--- config.mk ---
export PLATFORM = sky130hd
export DESIGN_NAME = ini_section_key_finder_top
export DESIGN_NICKNAME = d
export VERILOG_FILES = /design/src/sv/iskf_pkg.sv /design/src/sv/iskf_judge.sv /design/src/sv/ini_section_key_finder_top.sv
export SDC_FILE = /design/constraint.sdc
export NUM_CORES = 1
export LEC_CHECK = 0
export BUFFER_PORTS_ARGS = -buffer_cell sky130_fd_sc_hd__buf_2
export CAP_MARGIN = 15
export CORE_AREA = 3 3 182 184
export DETAILED_ROUTE_END_ITERATION = 6
export DIE_AREA = 0 0 185 187
export PLACE_DENSITY = 0.7
export SLEW_MARGIN = 15
export SYNTH_ARGS = -nofsm -noshare
export SYNTH_HDL_FRONTEND = slang
export SYNTH_HIERARCHICAL = 1
export SYNTH_SLANG_ARGS = --single-unit
export TNS_END_PERCENT = 100
--- constraint.sdc ---
create_clock -name clk -period 12.8 [get_ports clk]
set_input_delay 3.84 -clock clk [delete_from_list [all_inputs] [get_ports clk]]
set_output_delay 3.84 -clock clk [all_outputs]
set_load 0.05 [all_outputs]
--- src/sv/iskf_pkg.sv ---
`timescale 1ns / 1ps

package iskf_pkg;

  // Default sizes
  localparam int NAME_BYTES_DEF  = 8;
  localparam int OFFSET_BITS_DEF = 16;

  // Width of the name byte counter and the name lengths, holds 0..15
  localparam int IDX_W = 4;

  // Characters with a meaning in the file
  localparam logic [7:0] CH_LBRACK = 8'h5B;
  localparam logic [7:0] CH_RBRACK = 8'h5D;
  localparam logic [7:0] CH_EQUAL  = 8'h3D;
  localparam logic [7:0] CH_SEMI   = 8'h3B;
  localparam logic [7:0] CH_SPACE  = 8'h20;
  localparam logic [7:0] CH_CR     = 8'h0D;
  localparam logic [7:0] CH_LF     = 8'h0A;
  localparam logic [7:0] CH_NUL    = 8'h00;

  // Register indexes, byte address is 8 times the index
  typedef enum logic [1:0] {
    REG_SECTION_NAME   = 2'd0,
    REG_SECTION_LENGTH = 2'd1,
    REG_KEY_NAME       = 2'd2,
    REG_KEY_LENGTH     = 2'd3
  } reg_index_t;

  typedef enum logic [2:0] {
    PH_IDLE     = 3'd0,
    PH_SECT     = 3'd1,
    PH_SECT_END = 3'd2,
    PH_KEY_SKIP = 3'd3,
    PH_KEY      = 3'd4,
    PH_KEY_END  = 3'd5,
    PH_VAL_SKIP = 3'd6,
    PH_VAL      = 3'd7
  } phase_t;

  // Match progress carried between the two judge steps
  typedef struct packed {
    phase_t           phase;
    logic [IDX_W-1:0] idx;
  } match_t;

  // Answer raised by one judge step
  typedef struct packed {
    logic fire;
    logic found;
  } verdict_t;

  // Space, CR, LF and NUL end a word
  function automatic logic is_term(input logic [7:0] b);
    return b inside {CH_SPACE, CH_CR, CH_LF, CH_NUL};
  endfunction

endpackage

--- src/sv/iskf_judge.sv ---
`timescale 1ns / 1ps

module iskf_judge #(
  parameter int NAME_BYTES  = iskf_pkg::NAME_BYTES_DEF,
  parameter int OFFSET_BITS = iskf_pkg::OFFSET_BITS_DEF
) (
  input  logic                           en,
  input  iskf_pkg::match_t               cur,
  input  logic [OFFSET_BITS-1:0]         cur_vstart,
  input  logic [7:0]                     b,
  input  logic [OFFSET_BITS-1:0]         pos,
  input  logic                           has_next,
  input  logic [7:0]                     nxt,
  input  logic [63:0]                    section_name,
  input  logic [63:0]                    key_name,
  input  logic [iskf_pkg::IDX_W-1:0]     section_len,
  input  logic [iskf_pkg::IDX_W-1:0]     key_len,
  output iskf_pkg::match_t               upd,
  output logic [OFFSET_BITS-1:0]         upd_vstart,
  output iskf_pkg::verdict_t             verdict,
  output logic [OFFSET_BITS-1:0]         ans_off,
  output logic [OFFSET_BITS-1:0]         ans_len
);
  import iskf_pkg::*;

  logic             sect;
  logic             in_name;
  logic [63:0]      sel_name;
  logic [IDX_W-1:0] sel_len;
  logic [7:0]       name_ch;
  logic [IDX_W-1:0] idx_inc;

  // Pick the name under match and the byte at the current index
  assign sect     = (cur.phase == PH_SECT);
  assign in_name  = ((cur.phase == PH_SECT) || (cur.phase == PH_KEY)) && (cur.idx != '0);
  assign sel_name = sect ? section_name : key_name;
  assign sel_len  = sect ? section_len : key_len;
  assign name_ch  = sel_name[cur.idx[2:0]*8 +: 8];
  assign idx_inc  = cur.idx + IDX_W'(1);

  // Judge one byte against the match phase
  always_comb begin
    upd        = cur;
    upd_vstart = cur_vstart;
    verdict    = '0;
    ans_off    = '0;
    ans_len    = '0;
    if (en) begin
      if (cur.phase == PH_VAL_SKIP) begin
        upd.phase = PH_VAL;
      end else if ((b == CH_LBRACK) && !in_name) begin
        if (cur.phase == PH_KEY) begin
          verdict.fire = 1'b1;
        end else begin
          upd.phase = PH_SECT;
          upd.idx   = '0;
        end
      end else begin
        case (cur.phase)
          PH_SECT, PH_KEY: begin
            if ((cur.idx < IDX_W'(NAME_BYTES)) && (b == name_ch)) begin
              if (idx_inc >= sel_len) begin
                upd.phase = sect ? PH_SECT_END : PH_KEY_END;
                upd.idx   = '0;
              end else begin
                upd.idx = idx_inc;
              end
            end else begin
              upd.phase = sect ? PH_IDLE : PH_KEY_SKIP;
              upd.idx   = '0;
            end
          end
          PH_SECT_END: begin
            upd.phase = (b == CH_RBRACK) ? PH_KEY_SKIP : PH_IDLE;
          end
          PH_KEY_SKIP: begin
            if (is_term(b) && has_next && (nxt != CH_SEMI) && (nxt != CH_EQUAL) &&
                !is_term(nxt)) begin
              upd.phase = PH_KEY;
              upd.idx   = '0;
            end
          end
          PH_KEY_END: begin
            if (b == CH_EQUAL) begin
              // empty value or '=' at end of file gives not found
              if (!has_next || is_term(nxt)) begin
                verdict.fire = 1'b1;
              end else begin
                upd_vstart = pos + OFFSET_BITS'(1);
                upd.phase  = PH_VAL_SKIP;
              end
            end else begin
              upd.phase = PH_KEY_SKIP;
            end
          end
          PH_VAL: begin
            if (is_term(b)) begin
              verdict.fire  = 1'b1;
              verdict.found = 1'b1;
              ans_off       = cur_vstart;
              ans_len       = pos - cur_vstart;
            end
          end
          default: ;
        endcase
      end
    end
  end

endmodule

--- src/sv/ini_section_key_finder_top.sv ---
`timescale 1ns / 1ps

// Scans an INI file streamed in one byte per item (tlast on the final byte) and reports,
// once per file, whether the configured key was found in the configured section, with
// the value's byte offset and length. One byte is accepted every cycle with no bubbles:
// each byte is held and judged by a few compares once the following byte arrives as
// lookahead, so a result is registered at the edge that accepts the byte after the one
// that decides it (the value terminator), or at the edge that accepts the last byte of
// the file at the latest, and is offered on the output from the next cycle. The input
// is stalled only while that output register is full and not being taken.
// Write the name and length registers only between files.

module ini_section_key_finder_top #(
  parameter int NAME_BYTES  = iskf_pkg::NAME_BYTES_DEF,
  parameter int OFFSET_BITS = iskf_pkg::OFFSET_BITS_DEF
) (
  input  logic        clk,
  input  logic        rst,
  // configuration
  input  logic        psel,
  input  logic        penable,
  input  logic        pwrite,
  input  logic [4:0]  paddr,
  input  logic [63:0] pwdata,
  output logic [63:0] prdata,
  output logic        pready,
  // file bytes in
  input  logic        s_tvalid,
  output logic        s_tready,
  input  logic [7:0]  s_tdata,   // [7:0] file_byte
  input  logic        s_tlast,   // last_byte
  // result out
  output logic        m_tvalid,
  input  logic        m_tready,
  output logic [31:0] m_tdata,   // [15:0] value_offset, [31:16] value_length
  output logic [0:0]  m_tuser    // [0] found
);
  import iskf_pkg::*;

  localparam int OUT_W = 16;

  // configuration registers
  logic [63:0]      section_name;
  logic [IDX_W-1:0] section_length;
  logic [63:0]      key_name;
  logic [IDX_W-1:0] key_length;

  // run state
  match_t                 st;
  logic [7:0]             held_byte;
  logic                   held_valid;
  logic [OFFSET_BITS-1:0] byte_position;
  logic [OFFSET_BITS-1:0] value_start;
  logic                   answer_given;

  // output register
  logic             out_valid;
  logic             out_found;
  logic [OUT_W-1:0] out_off;
  logic [OUT_W-1:0] out_len;

  logic             cfg_wr;
  reg_index_t       cfg_idx;
  logic             s_acc;
  logic [IDX_W-1:0] section_len_c;
  logic [IDX_W-1:0] key_len_c;
  logic             force0;
  logic             given1;
  logic             given2;
  logic             given3;
  logic             force_last;
  logic             j1_en;
  logic             j2_en;
  match_t                 upd1;
  match_t                 upd2;
  logic [OFFSET_BITS-1:0] vstart1;
  logic [OFFSET_BITS-1:0] vstart2;
  verdict_t               v1;
  verdict_t               v2;
  logic [OFFSET_BITS-1:0] off1;
  logic [OFFSET_BITS-1:0] len1;
  logic [OFFSET_BITS-1:0] off2;
  logic [OFFSET_BITS-1:0] len2;
  logic                   res_fire;
  logic                   res_found;
  logic [OFFSET_BITS-1:0] res_off;
  logic [OFFSET_BITS-1:0] res_len;
  logic [OUT_W-1:0]       res_off16;
  logic [OUT_W-1:0]       res_len16;

  // configuration port
  assign pready  = 1'b1;
  assign cfg_idx = reg_index_t'(paddr[4:3]);
  assign cfg_wr  = psel && penable && pwrite && pready;

  always_comb begin
    case (cfg_idx)
      REG_SECTION_NAME:   prdata = section_name;
      REG_SECTION_LENGTH: prdata = {{(64-IDX_W){1'b0}}, section_length};
      REG_KEY_NAME:       prdata = key_name;
      REG_KEY_LENGTH:     prdata = {{(64-IDX_W){1'b0}}, key_length};
      default:            prdata = '0;
    endcase
  end

  always_ff @(posedge clk) begin
    if (rst) begin
      section_name   <= '0;
      section_length <= '0;
      key_name       <= '0;
      key_length     <= '0;
    end else if (cfg_wr) begin
      case (cfg_idx)
        REG_SECTION_NAME:   section_name   <= pwdata;
        REG_SECTION_LENGTH: section_length <= pwdata[IDX_W-1:0];
        REG_KEY_NAME:       key_name       <= pwdata;
        REG_KEY_LENGTH:     key_length     <= pwdata[IDX_W-1:0];
        default: ;
      endcase
    end
  end

  // clamp name lengths to the name storage
  assign section_len_c = (section_length > IDX_W'(NAME_BYTES)) ? IDX_W'(NAME_BYTES)
                                                                : section_length;
  assign key_len_c  = (key_length > IDX_W'(NAME_BYTES)) ? IDX_W'(NAME_BYTES) : key_length;

  // handshake: take a byte whenever the output register can take a result
  assign s_tready = !out_valid || m_tready;
  assign s_acc    = s_tvalid && s_tready;

  // zero length names give not found at once
  assign force0 = !answer_given && ((section_len_c == '0) || (key_len_c == '0));
  assign given1 = answer_given || force0;
  assign j1_en  = !given1 && held_valid;

  // judge the held byte with the incoming one as lookahead
  iskf_judge #(
    .NAME_BYTES (NAME_BYTES),
    .OFFSET_BITS(OFFSET_BITS)
  ) u_judge_held (
    .en          (j1_en),
    .cur         (st),
    .cur_vstart  (value_start),
    .b           (held_byte),
    .pos         (byte_position - OFFSET_BITS'(1)),
    .has_next    (1'b1),
    .nxt         (s_tdata),
    .section_name(section_name),
    .key_name    (key_name),
    .section_len (section_len_c),
    .key_len     (key_len_c),
    .upd         (upd1),
    .upd_vstart  (vstart1),
    .verdict     (v1),
    .ans_off     (off1),
    .ans_len     (len1)
  );

  assign given2 = given1 || v1.fire;
  assign j2_en  = s_tlast && !given2;

  // on the last byte, judge it too with no lookahead
  iskf_judge #(
    .NAME_BYTES (NAME_BYTES),
    .OFFSET_BITS(OFFSET_BITS)
  ) u_judge_last (
    .en          (j2_en),
    .cur         (upd1),
    .cur_vstart  (vstart1),
    .b           (s_tdata),
    .pos         (byte_position),
    .has_next    (1'b0),
    .nxt         (8'h00),
    .section_name(section_name),
    .key_name    (key_name),
    .section_len (section_len_c),
    .key_len     (key_len_c),
    .upd         (upd2),
    .upd_vstart  (vstart2),
    .verdict     (v2),
    .ans_off     (off2),
    .ans_len     (len2)
  );

  // end of file without an answer gives not found
  assign given3     = given2 || v2.fire;
  assign force_last = s_tlast && !given3 && (upd2.phase == upd2.phase) && (vstart2 == vstart2);

  // merge the answers, at most one fires per byte
  assign res_fire  = force0 || v1.fire || v2.fire || force_last;
  assign res_found = v1.fire ? v1.found : (v2.fire ? v2.found : 1'b0);
  assign res_off   = v1.fire ? off1 : (v2.fire ? off2 : '0);
  assign res_len   = v1.fire ? len1 : (v2.fire ? len2 : '0);

  generate
    if (OFFSET_BITS >= OUT_W) begin : g_out_trunc
      assign res_off16 = res_off[OUT_W-1:0];
      assign res_len16 = res_len[OUT_W-1:0];
    end else begin : g_out_ext
      assign res_off16 = {{(OUT_W-OFFSET_BITS){1'b0}}, res_off};
      assign res_len16 = {{(OUT_W-OFFSET_BITS){1'b0}}, res_len};
    end
  endgenerate

  // advance run state, clear it after the last byte
  always_ff @(posedge clk) begin
    if (rst) begin
      st            <= '{phase: PH_IDLE, idx: '0};
      held_byte     <= '0;
      held_valid    <= 1'b0;
      byte_position <= '0;
      value_start   <= '0;
      answer_given  <= 1'b0;
    end else if (s_acc) begin
      if (s_tlast) begin
        st            <= '{phase: PH_IDLE, idx: '0};
        held_byte     <= '0;
        held_valid    <= 1'b0;
        byte_position <= '0;
        value_start   <= '0;
        answer_given  <= 1'b0;
      end else begin
        st            <= upd1;
        held_byte     <= s_tdata;
        held_valid    <= 1'b1;
        byte_position <= byte_position + OFFSET_BITS'(1);
        value_start   <= vstart1;
        answer_given  <= given2;
      end
    end
  end

  // hold the result until it is taken
  always_ff @(posedge clk) begin
    if (rst) begin
      out_valid <= 1'b0;
    end else if (s_acc && res_fire) begin
      out_valid <= 1'b1;
    end else if (m_tready) begin
      out_valid <= 1'b0;
    end
  end

  always_ff @(posedge clk) begin
    if (s_acc && res_fire) begin
      out_found <= res_found;
      out_off   <= res_off16;
      out_len   <= res_len16;
    end
  end

  assign m_tvalid   = out_valid;
  assign m_tdata    = {out_len, out_off};
  assign m_tuser[0] = out_found;

  // a new result appears only after an accepted byte
  assert property (@(posedge clk) disable iff (rst)
    $rose(out_valid) |-> $past(s_acc))
    else $error("result appeared without an accepted byte");

  // a file that ends unanswered always produces a result
  assert property (@(posedge clk) disable iff (rst)
    (s_acc && s_tlast && !answer_given) |=> m_tvalid)
    else $error("end of file gave no result");

  // the last byte resets the run
  assert property (@(posedge clk) disable iff (rst)
    (s_acc && s_tlast) |=> (!held_valid && (byte_position == '0) && !answer_given))
    else $error("run state not cleared after last byte");

  // a not found result carries zero offset and length
  assert property (@(posedge clk) disable iff (rst)
    (m_tvalid && !m_tuser[0]) |-> (m_tdata == '0))
    else $error("not found result with nonzero fields");

endmodule

==> results_dict.tcl <==
set metrics [dict create \
    status "finished, final reports clean" \
    fin_skew_ns 0.0177 \
    hold_viol_final 0 \
    num_vias 12685 \
    ant_nets 0 \
    row_count 65 \
    cts_inserted_buffers 25 \
    gp_congestion 0.901 \
    worstSetupPathType "input port to output port" \
    cts_root_buffer "clkbuf_16" \
    power.density_nw_per_um2 104 \
    end_kind "output port" \
    required_ns 8.96 \
    die_area_sq_um 34600 \
    clk_pin_slew_ns 0.06 \
    comb_power_share 0.112 \
    slowest_stage "buf_4" \
    cp-start-kind "input port" \
    worstSkewPairLatency_ns 0.54 \
    grt_start_max_net_pins 100 \
    critPathMaxStageDelay_ns 0.80 \
    cpMostUsedCell "buf_4" \
    yosysWarnings 6 \
    fmax_mhz 104 \
    power.net_switching_w 0.000422 \
    start_util 0.431 \
    drt-wirelength-per-cell_um 17.4 \
    total_power_w 0.00162 \
    intPower_w 0.00119 \
    area_growth_pct 13.9 \
    post_cts_buffers 0 \
    first_global_vias 11759 \
    p_clk_frac 0.443 \
    postPlaceCellArea_sq_um 14600 \
    ir_drop_uv 96.1 \
    grt_use_met3 0.0478 \
    grt_first_pass_wirelength_um 61600 \
    grt.total_usage 0.214 \
    power_frac_seq 0.445 \
    arrival_ns 5.73 \
    rsz0062_at_grt "no" \
    drcViolationCount 0 \
    finalSetupViolations 0 \
    syn_avg_cell_area_sq_um 7.92 \
    die_y_um 187 \
    cp_max_fo 54 \
    use_met1 0.295 \
    pin_count 185 \
    grt_use_met2 0.339 \
    fin_hold_ws_ns 0.451 \
    numClockSinks 219 \
    final_area_sq_um 15500 \
    h-tree-depth 1 \
    routed_via_density 5.65 \
    dpl.hpwl_um 26400 \
    tightest_slew_ns 1.14 \
    switching_share 0.261 \
    layout.nets 1949 \
    leakage_nw 5.92 \
    fp.dieW_um 185 \
    synth_cells 1717 \
    period_share 0.748 \
    drt_wl_total_um 39100 \
    fin_setup_tns_ns 0 \
    hold_buffers 0 \
    maxSlewViolCount 0 \
    r2r_slack_ns 6.78 \
    crit_chain "buf_4 -> buf_4 -> mux2i_1 -> nor2_1 -> buf_2" \
    period_minus_slack_ns 9.57 \
    min_path_type "flip-flop to flip-flop" \
    io_buffer_count 180 \
    first_pass_iters 6 \
    cts_tree "built" \
    coreArea_sq_um 31600 \
    overflow 0 \
    nFillCells 3030 \
    clock_path_buffers 3 \
    critPathBufInv 3 \
    synth_area_sq_um 13600 \
    antenna_found_initial 9 \
    grt.busiest_layer "met2" \
    maxSlewHeadroom 0.239 \
    dr.first_iter.drc_count 1134 \
    cp_top_family "buffers and inverters" \
    cts_resized 0 \
    max_cap_viol_count 0 \
    final_layout_size_suffix_gt1_frac 0.161 \
]
[worst register-to-register path: stages, from the launching register on]
cell       delay (ns)
dfxtp_1          0.56
nor3b_4          0.25
buf_4            0.51
mux4_1           0.67
mux2i_1          0.22
xor2_1           0.11
a2111oi_2        0.38
nand4_2          0.27
mux2i_1          0.23
a21oi_1          0.11
a311oi_2         0.41
nand2b_1         0.17
a21oi_1          0.06
a211o_1          0.28
nor3_1           0.13
a21oi_1          0.06
nor2_1           0.56
nor3_1           0.16
nor2_2           0.13
buf_4            0.38
[power by group through the flow]
stage / Sequential (W) / Combinational [W] / Clock, W
detailed placement: 0.000734 / 0.000179 / 0
global route: 0.000720 / 0.000196 / 0.000760
global placement: 0.000733 / 0.000176 / 0
floorplan: 0.000751 / 0.000109 / 0
finish: 0.000719 / 0.000181 / 0.000717
CTS: 0.000719 / 0.000179 / 0.000733
[stage by stage]
stage          worst slack [ns]  utilization  cells
2_1_floorplan              3.74            -   1732
3_3_place_gp               3.26        0.464   2197
3_5_place_dp               3.25        0.464   2197
4_1_cts                    3.26        0.491   2241
5_1_grt                    3.18        0.491   2243
6_report                   3.23        0.491   2244
[cell type report]
type,count,area (sq um),area share
Antenna cell,3,7.51,0.000485
Clock buffer,33,697,0.0450
Clock inverter,11,133,0.00856
Inverter,64,240,0.0155
Multi-Input combinational cell,1317,8170,0.528
Sequential cell,219,4720,0.305
Tap cell,402,503,0.0325
Timing Repair Buffer,195,1020,0.0658
[path summary, 6_finish.rpt]
check / cells after the start / from / end
max: 5 / paddr[4] / prdata[37]
min reg2reg: 2 / value_start[5]$_SDFFE_PP0P_ / value_start[5]$_SDFFE_PP0P_
min: 2 / value_start[5]$_SDFFE_PP0P_ / value_start[5]$_SDFFE_PP0P_
max reg2reg: 19 / st[4]$_SDFFE_PP0P_ / out_len[10]$_DFFE_PP_
[sequential cells by signal, indices dropped and copies added (netlist names)]
name / flops
key_name: 64
answer_given: 1
held_byte: 8
out_len: 16
key_length: 4
section_length: 4
out_off: 16
held_valid: 1
m_tvalid: 1
st: 7
section_name: 64
byte_position: 16
value_start: 16
m_tuser: 1
[cell usage in the layout, fill, tap and decap left out, types with 40 or more instances in the layout]
master,count
nand2_1,355
a21oi_1,209
dfxtp_1,185
buf_2,178
nor2_1,167
mux2i_1,85
nand3_1,61
inv_1,60
ha_1,40
[layer usage]
| metal | vias to the layer above | routed length (um) |
|---|---|---|
| li1 | 6173 | - |
| met2 | 491 | 17600 |
| met3 | 80 | 3270 |
| met1 | 5925 | 17100 |
| met5 | - | 107 |
| met4 | 16 | 1050 |
Power figures use the tool's default switching activity.
